**src/hdl/mfsg_pkg.sv**
```systemverilog
// Package for the MUSE frame sample generator: register indexes, the
// configuration bundle and the region and level functions.
// No dependencies.
package mfsg_pkg;

    // Configuration register indexes
    typedef enum logic [2:0] {
        CFG_VITS_LOW   = 3'd0,
        CFG_VITS_HIGH  = 3'd1,
        CFG_CTRL_LOW   = 3'd2,
        CFG_CTRL_HIGH  = 3'd3,
        CFG_SYNC_LOW   = 3'd4,
        CFG_SYNC_HIGH  = 3'd5,
        CFG_CTRL_EXTRA = 3'd6
    } t_cfg_idx;

    // All configuration registers as one bundle
    typedef struct packed {
        logic [7:0]  vits_low;
        logic [7:0]  vits_high;
        logic [7:0]  ctrl_low;
        logic [7:0]  ctrl_high;
        logic [7:0]  sync_low;
        logic [7:0]  sync_high;
        logic [31:0] ctrl_extra;
    } t_cfg;

    localparam logic [7:0]  MID_LEVEL  = 8'd128;
    localparam logic [10:0] LINE_LAST  = 11'd1125;
    localparam logic [8:0]  PIX_LAST   = 9'd480;

    // Horizontal sync level of a pixel in the first ten
    function automatic logic [7:0] sync_level(input logic [10:0] line,
                                              input logic [8:0] pix,
                                              input t_cfg cfg);
        logic pos;
        pos = (line == 11'd1) || ((line > 11'd3) && !line[0]);
        if (pix == 9'd6)
            return MID_LEVEL;
        else if (pix <= 9'd5)
            return pos ? cfg.sync_low : cfg.sync_high;
        else
            return pos ? cfg.sync_high : cfg.sync_low;
    endfunction

    // One bit of a control signal group (Hamming(8,4) or the extra group)
    function automatic logic group_bit(input logic [4:0] g, input logic [2:0] b,
                                       input logic field, input logic parity,
                                       input t_cfg cfg);
        logic [31:0] w;
        logic [3:0]  d;
        w    = cfg.ctrl_extra;
        w[0] = field;
        w[8] = parity;
        w[9] = parity;
        d    = w[{g[2:0], 2'b00} +: 4];
        if (g == 5'd24) begin
            if (b < 3'd3)
                return w[19];
            else if (b < 3'd6)
                return w[8];
            else
                return w[9];
        end
        unique case (b)
            3'd0:    return d[0];
            3'd1:    return d[1];
            3'd2:    return d[2];
            3'd3:    return d[3];
            3'd4:    return d[0] ^ d[1] ^ d[2];
            3'd5:    return d[1] ^ d[2] ^ d[3];
            3'd6:    return d[0] ^ d[1] ^ d[3];
            default: return d[0] ^ d[2] ^ d[3];
        endcase
    endfunction

    // Level of pixels 12..480 of lines 1..1125
    function automatic logic [7:0] area_level(input logic [10:0] line,
                                              input logic [8:0] pix,
                                              input logic parity,
                                              input logic [7:0] luma,
                                              input t_cfg cfg);
        logic [7:0] v;
        logic [8:0] vdiff;
        logic       field;
        logic [2:0] rel;
        logic [8:0] off;
        logic [4:0] g;
        vdiff = pix - 9'd317;
        field = (line >= 11'd1121);
        rel   = field ? 3'(line - 11'd1121) : 3'(line - 11'd559);
        off   = pix - 9'd20;
        g     = 5'({2'b00, rel} * 5'd5) + {2'b00, off[6:4]};
        // test pattern lines
        if (line <= 11'd2) begin
            if (pix <= 9'd316)
                v = cfg.vits_high;
            else if (pix >= 9'd472)
                v = cfg.vits_low;
            else if (pix >= 9'd456)
                v = cfg.vits_high;
            else
                v = vdiff[2] ? cfg.vits_high : cfg.vits_low;
            return (line == 11'd2) ? ~v : v;
        end
        // control signal lines
        if ((line >= 11'd559 && line <= 11'd563) || field) begin
            if (pix == 9'd12)
                return 8'd0;
            if (pix <= 9'd19 || (pix >= 9'd100 && pix <= 9'd106))
                return MID_LEVEL;
            if (pix <= 9'd99)
                return group_bit(g, off[3:1], field, parity, cfg) ?
                       cfg.ctrl_high : cfg.ctrl_low;
            if (line == 11'd563 || line == LINE_LAST)
                return MID_LEVEL;
            return luma;
        end
        // picture lines
        if ((line >= 11'd47 && line <= 11'd558) || (line >= 11'd609 && line <= 11'd1120))
            return (pix >= 9'd107) ? luma : MID_LEVEL;
        return MID_LEVEL;
    endfunction

endpackage

```
**src/hdl/muse_frame_sample_generator_unit.sv**
```systemverilog
// Top level of the MUSE frame sample generator: input register, sample
// logic, result register and configuration registers.
// Depends on mfsg_pkg.
//
// Usage:
//   Input channel (i_in_valid/o_in_ready): one raster position per word,
//   line 1..1125 and pixel 1..480 in raster order, with frame parity and
//   the luma level for that position.
//   Output channel (o_out_valid/i_out_ready): one sample per input word,
//   in half levels (0..510).
//   Config channel (i_cfg_valid/o_cfg_ready): register index and data;
//   always ready. Write only while no word is in flight.
// Path: an accepted word is held in the input register and then loaded
// into the result register, from which it leaves. Throughput: one word
// per cycle while i_out_ready stays high; the figure is set by the
// single sample stage between the two registers.
// Reset: sync, active low; clears both stages, restores register defaults
// and sets the stored line-end level to 128.
// Stall: when the receiver holds i_out_ready low the result register
// holds, the input register fills, and o_in_ready then drops.
module muse_frame_sample_generator_unit
    import mfsg_pkg::*;
(
    input  logic        i_clk,
    input  logic        i_rst_n,
    input  logic        i_in_valid,
    output logic        o_in_ready,
    input  logic [10:0] i_line_number,
    input  logic [8:0]  i_pixel_number,
    input  logic        i_frame_parity,
    input  logic [7:0]  i_luma_level,
    output logic        o_out_valid,
    input  logic        i_out_ready,
    output logic [8:0]  o_sample_half_levels,
    input  logic        i_cfg_valid,
    output logic        o_cfg_ready,
    input  logic [2:0]  i_cfg_index,
    input  logic [31:0] i_cfg_data
);

    logic        r_in_valid;
    logic [10:0] r_in_line;
    logic [8:0]  r_in_pix;
    logic        r_in_parity;
    logic [7:0]  r_in_luma;
    logic        r_out_valid;
    logic [8:0]  r_out_sample;
    logic [7:0]  r_prev_end;
    t_cfg        r_cfg;
    logic [8:0]  n_sample;
    logic        advance;
    logic        in_fire;

    // handshake
    assign advance     = r_in_valid && (!r_out_valid || i_out_ready);
    assign o_in_ready  = !r_in_valid || advance;
    assign in_fire     = i_in_valid && o_in_ready;
    assign o_cfg_ready = 1'b1;
    assign o_out_valid = r_out_valid;
    assign o_sample_half_levels = r_out_sample;

    // configuration registers
    always_ff @(posedge i_clk) begin
        if (!i_rst_n) begin
            r_cfg.vits_low   <= 8'd0;
            r_cfg.vits_high  <= 8'd255;
            r_cfg.ctrl_low   <= 8'd0;
            r_cfg.ctrl_high  <= 8'd255;
            r_cfg.sync_low   <= 8'd64;
            r_cfg.sync_high  <= 8'd192;
            r_cfg.ctrl_extra <= 32'd0;
        end else if (i_cfg_valid) begin
            unique case (i_cfg_index)
                CFG_VITS_LOW:   r_cfg.vits_low   <= i_cfg_data[7:0];
                CFG_VITS_HIGH:  r_cfg.vits_high  <= i_cfg_data[7:0];
                CFG_CTRL_LOW:   r_cfg.ctrl_low   <= i_cfg_data[7:0];
                CFG_CTRL_HIGH:  r_cfg.ctrl_high  <= i_cfg_data[7:0];
                CFG_SYNC_LOW:   r_cfg.sync_low   <= i_cfg_data[7:0];
                CFG_SYNC_HIGH:  r_cfg.sync_high  <= i_cfg_data[7:0];
                CFG_CTRL_EXTRA: r_cfg.ctrl_extra <= i_cfg_data;
                default: ;
            endcase
        end
    end

    // input register
    always_ff @(posedge i_clk) begin
        if (!i_rst_n) begin
            r_in_valid <= 1'b0;
        end else if (o_in_ready) begin
            r_in_valid <= i_in_valid;
        end
    end

    always_ff @(posedge i_clk) begin
        if (in_fire) begin
            r_in_line   <= i_line_number;
            r_in_pix    <= i_pixel_number;
            r_in_parity <= i_frame_parity;
            r_in_luma   <= i_luma_level;
        end
    end

    // sample logic: edge pixels 1 and 11 sum their neighbors
    always_comb begin
        n_sample = 9'd0;
        if (r_in_line >= 11'd1 && r_in_line <= LINE_LAST &&
            r_in_pix >= 9'd1 && r_in_pix <= PIX_LAST) begin
            if (r_in_pix == 9'd1)
                n_sample = {1'b0, (r_in_line == 11'd1) ? MID_LEVEL : r_prev_end}
                         + {1'b0, sync_level(r_in_line, 9'd2, r_cfg)};
            else if (r_in_pix == 9'd11)
                n_sample = {1'b0, sync_level(r_in_line, 9'd10, r_cfg)}
                         + {1'b0, area_level(r_in_line, 9'd12, r_in_parity,
                                             r_in_luma, r_cfg)};
            else if (r_in_pix <= 9'd10)
                n_sample = {sync_level(r_in_line, r_in_pix, r_cfg), 1'b0};
            else
                n_sample = {area_level(r_in_line, r_in_pix, r_in_parity,
                                       r_in_luma, r_cfg), 1'b0};
        end
    end

    // result register
    always_ff @(posedge i_clk) begin
        if (!i_rst_n) begin
            r_out_valid <= 1'b0;
        end else if (advance) begin
            r_out_valid <= 1'b1;
        end else if (i_out_ready) begin
            r_out_valid <= 1'b0;
        end
    end

    always_ff @(posedge i_clk) begin
        if (advance) begin
            r_out_sample <= n_sample;
        end
    end

    // line-end level kept for pixel 1 of the next line
    always_ff @(posedge i_clk) begin
        if (!i_rst_n) begin
            r_prev_end <= MID_LEVEL;
        end else if (advance && r_in_pix == PIX_LAST) begin
            r_prev_end <= n_sample[8:1];
        end
    end

    // checks
    a_reset_empty: assert property (@(posedge i_clk)
        !i_rst_n |=> !r_in_valid && !r_out_valid)
        else $error("pipeline not empty after reset");

    a_line_end_kept: assert property (@(posedge i_clk) disable iff (!i_rst_n)
        advance && r_in_pix == PIX_LAST |=> r_prev_end == $past(n_sample[8:1]))
        else $error("line-end level not stored");

    a_stall_blocks: assert property (@(posedge i_clk) disable iff (!i_rst_n)
        !o_in_ready |-> r_in_valid && r_out_valid && !i_out_ready)
        else $error("input stalled without downstream stall");

    a_sample_moves: assert property (@(posedge i_clk) disable iff (!i_rst_n)
        advance |=> o_out_valid && o_sample_half_levels == $past(n_sample))
        else $error("result register missed a sample");

endmodule
```
**config.mk**
```make
export PLATFORM = sky130hd
export DESIGN_NAME = muse_frame_sample_generator_unit
export DESIGN_NICKNAME = d
export VERILOG_FILES = /design/src/hdl/mfsg_pkg.sv /design/src/hdl/muse_frame_sample_generator_unit.sv
export SDC_FILE = /design/constraint.sdc
export NUM_CORES = 1
export LEC_CHECK = 0
export BUFFER_PORTS_ARGS = -buffer_cell sky130_fd_sc_hd__buf_2
export CAP_MARGIN = 10
export CORE_ASPECT_RATIO = 1.75
export CORE_UTILIZATION = 40
export DETAILED_ROUTE_END_ITERATION = 12
export HOLD_SLACK_MARGIN = 0.12
export PLACE_DENSITY = 0.64
export REMOVE_ABC_BUFFERS = 1
export SLEW_MARGIN = 20
export SYNTH_ARGS = -nofsm -noshare
export SYNTH_HDL_FRONTEND = slang
export SYNTH_SLANG_ARGS = --single-unit
```
**constraint.sdc**
```tcl
create_clock -name i_clk -period 12.7 [get_ports i_clk]
set_input_delay 2.54 -clock i_clk [delete_from_list [all_inputs] [get_ports i_clk]]
set_output_delay 2.54 -clock i_clk [all_outputs]
set_load 0.005 [all_outputs]
```
==> impl_metrics.yaml <==
power_and_ir_drop:
  p_seq_share_pct: 39.8
  internal_power_mw: 0.792
  power.switching_mw: 0.321
  power.density_mw_per_mm2: 127
  power.share.clock_pct: 44.8
  pwr-share-comb_pct: 15.4
  p_leak_nw: 3.43
  vdd_drop_max_mv: 0.0865
  switching_share_pct: 28.8
  total_power_mw: 1.11
grt:
  grt_util_all_layers_pct: 22.8
  grt_pass1_vias: 6386
  grt_overflow: 0
  grt_pass1_wl_um: 33400
  grt_max_degree: 86
  antenna_found_initial: 0
critical_path:
  crit_top_cell: "xnor2_1"
  r2r_start: "r_in_line[0]$_DFFE_PP_"
  cp.required_ps: 12850
  cp_max_fo: 8
  slowest_stage: "mux4_2"
  ff2ff_setup_slack_ps: 6730
  worstRegToRegCells: 17
  start_kind: "flip-flop"
  r2r_end: "o_sample_half_levels[6]$_DFFE_PP_"
  path_class: "flip-flop to flip-flop"
  end_kind: "flip-flop"
  cp_slowest_stage_delay_ps: 590
  arrival_ps: 6130
  path_cells: "or4_1, a2bb2oi_1, nand2_1, fa_1, xnor2_1, xnor2_1, ha_1, ha_1, xor2_2, mux4_2, a21o_1, xnor2_1, o311ai_2, and3b_1, nor3_1, a311oi_2, nor3b_1"
cells_and_area:
  final_util_pct: 47.0
  multi_input_area_mm2: 0.00447
  syn2layout_area_growth_pct: 14.9
  drive_gt1_share_pct: 16.6
  final-seq-area_mm2: 0.00288
  diodes: 0
  stdcell_area_mm2: 0.00877
  fillers: 1891
  final_nets: 1031
timing:
  hold_viol_final: 0
  rsz0062_at_grt: "no"
  finalCritPeriodShare_pct: 47.0
  slew_violations: 0
  setup_viol: 0
  worst_pin_slew_ps: 985
  period_needed_ps: 5970
  fin_tns_setup_ps: 0
  clock.fmax_mhz: 167
  fin_ws_ps: 6730
  relSlewSlack_pct: 34.0
  finClkSkew_ps: 10.5
routing:
  antenna_left: 0
  drtPass1Iterations: 5
  initialDrtViolationCount: 363
  viasPerCell: 5.56
  drc: 0
  routed_wl_um: 21600
  vias: 6583
  wl_per_cell_um: 18.3
hold_path:
  holdCritStartpoint: "r_prev_end[2]$_SDFFE_PN0P_"
  hold_end: "r_prev_end[2]$_SDFFE_PN0P_"
  hp-class: "flip-flop to flip-flop"
  whs_path_depth: 2
yosys:
  yosysMostFrequentCell: "nand2_1"
  yosys.area.top_type: "dfxtp_1"
  ys_ff_latch: 125
  syn_area_per_cell_um2: 8.73
  syn_inst: 874
  yosysSeqAreaShare_pct: 37.8
  synth_cell_types: 79
  yosys_warnings: 0
  synth_edf_count: 38
  synth_ff_type: "dfxtp_1"
  synth_area_leaders: "dfxtp_1 23%, edfxtp_1 15%, nand2_1 10%"
  syn_area_mm2: 0.00763
  async_flop_share_pct: 0
  yosys.area.top_type_share_pct: 22.8
  synth_commonest_cells: "211 x nand2_1, 87 x dfxtp_1, 62 x a21boi_0"
die:
  fp.dieW_um: 106
  dieArea_mm2: 0.0197
  core_area_mm2: 0.0187
  rows: 66
  start_util_pct: 40.9
  ios: 81
  die_h_um: 185
cts:
  clock-sinks: 125
  clock_latency_ps: 430
  clockBufferDepth: 2
  postCtsHoldBufs: 0
  cts_inserted_buffers: 17
  ctsRootBufferMaster: "clkbuf_16"
  path_clk_slew_ps: 70
  cts_resized: 0
  cts_tree: "yes"
  cts.htree.levels: 4
  postCtsSetupBuffers: 0
place:
  pre_cts_ws_ps: 6790
  portBuffers: 77
  placed_cell_area_mm2: 0.00815
  place_congestion: 0.937
  dp_hpwl_um: 16300
run_status:
  status: "finished clean"
job:
  cap_violations: 0
==> worst max path at each step <==
stage	from	endpoint	slack, ps	cells after the start
finish	r_in_line[0]$_DFFE_PP_	o_sample_half_levels[6]$_DFFE_PP_	6730	17
detailed placement	r_in_line[0]$_DFFE_PP_	o_sample_half_levels[4]$_DFFE_PP_	6790	17
global placement	r_in_line[0]$_DFFE_PP_	o_sample_half_levels[4]$_DFFE_PP_	6870	17
global route	r_in_line[0]$_DFFE_PP_	o_sample_half_levels[4]$_DFFE_PP_	6420	17
floorplan	i_out_ready	o_in_ready	7350	2
CTS	r_in_line[0]$_DFFE_PP_	o_sample_half_levels[3]$_DFFE_PP_	6740	17
==> worst max-delay path: cells and delay by family, from the launching register on <==
family,cells,cell delay [ps]
simple gates,5,1050
xor+xnor,4,1060
fa+ha+maj,3,1040
compound gates,4,1410
flops,1,560
mux,1,590
==> stage by stage <==
stage,cells,hold slack (ps)
after floorplan,833,417
after global placement,1151,426
after detailed placement,1151,433
after CTS,1183,448
after global routing,1183,478
final,1183,447
==> sequential cells by signal, indices dropped and copies added (netlist names) <==
signal	cells
r_cfg	77
r_in_line	11
o_sample_half_levels	9
r_in_pix	9
r_in_luma	8
r_prev_end	8
o_out_valid	1
r_in_parity	1
r_in_valid	1
==> final cells by class <==
cell class | count | share of cell area (%)
timing repair buffer | 80 | 4.65
inverter | 28 | 1.20
sequential | 125 | 32.9
tap | 238 | 3.40
clock inverter | 13 | 1.60
multi-input combinational | 680 | 51.0
clock buffer | 19 | 5.29
==> cell families after synthesis <==
family,share of synthesized area [%]
XOR/XNOR,3.00
AO/OA/AOI/OAI,19.7
multiplexers,8.33
buffers and inverters,3.82
adder cells (fa/ha/maj),5.31
flip-flops,37.8
AND/OR/NAND/NOR,22.0
other,0.0491
==> placed cells by master (no fill, tap or decap), drive strengths merged, types with 12 or more instances in the layout <==
| cell type | n |
|---|---|
| nand2 | 211 |
| dfxtp | 87 |
| buf | 80 |
| a21boi | 62 |
| edfxtp | 38 |
| o21ai | 37 |
| nor2 | 36 |
| inv | 36 |
| nand3 | 32 |
| a21oi | 29 |
| ha | 26 |
| mux2i | 24 |
| mux2 | 20 |
| nor3 | 19 |
| clkbuf | 19 |
| xnor2 | 16 |
| nor2b | 14 |
| and2 | 12 |
==> power groups by stage <==
stage / clock, mW / combinational (mW) / sequential, mW
floorplan: 0 / 0.118 / 0.445
global placement: 0 / 0.169 / 0.451
detailed placement: 0 / 0.171 / 0.451
CTS: 0.508 / 0.172 / 0.442
global route: 0.526 / 0.186 / 0.444
finish: 0.499 / 0.172 / 0.443
==> layer usage <==
| layer | vias to the layer above | part of all wire (%) | track usage, % |
|---|---|---|---|
| met5 | - | 0 | 0 |
| met4 | 0 | 6.3 | 15.7 |
| met3 | 70 | 3.1 | 3.43 |
| met2 | 187 | 55 | 43.3 |
| met1 | 3096 | 35 | 22.1 |
| li1 | 3230 | - | - |
Note: power is estimated with default switching activity, not from simulation.
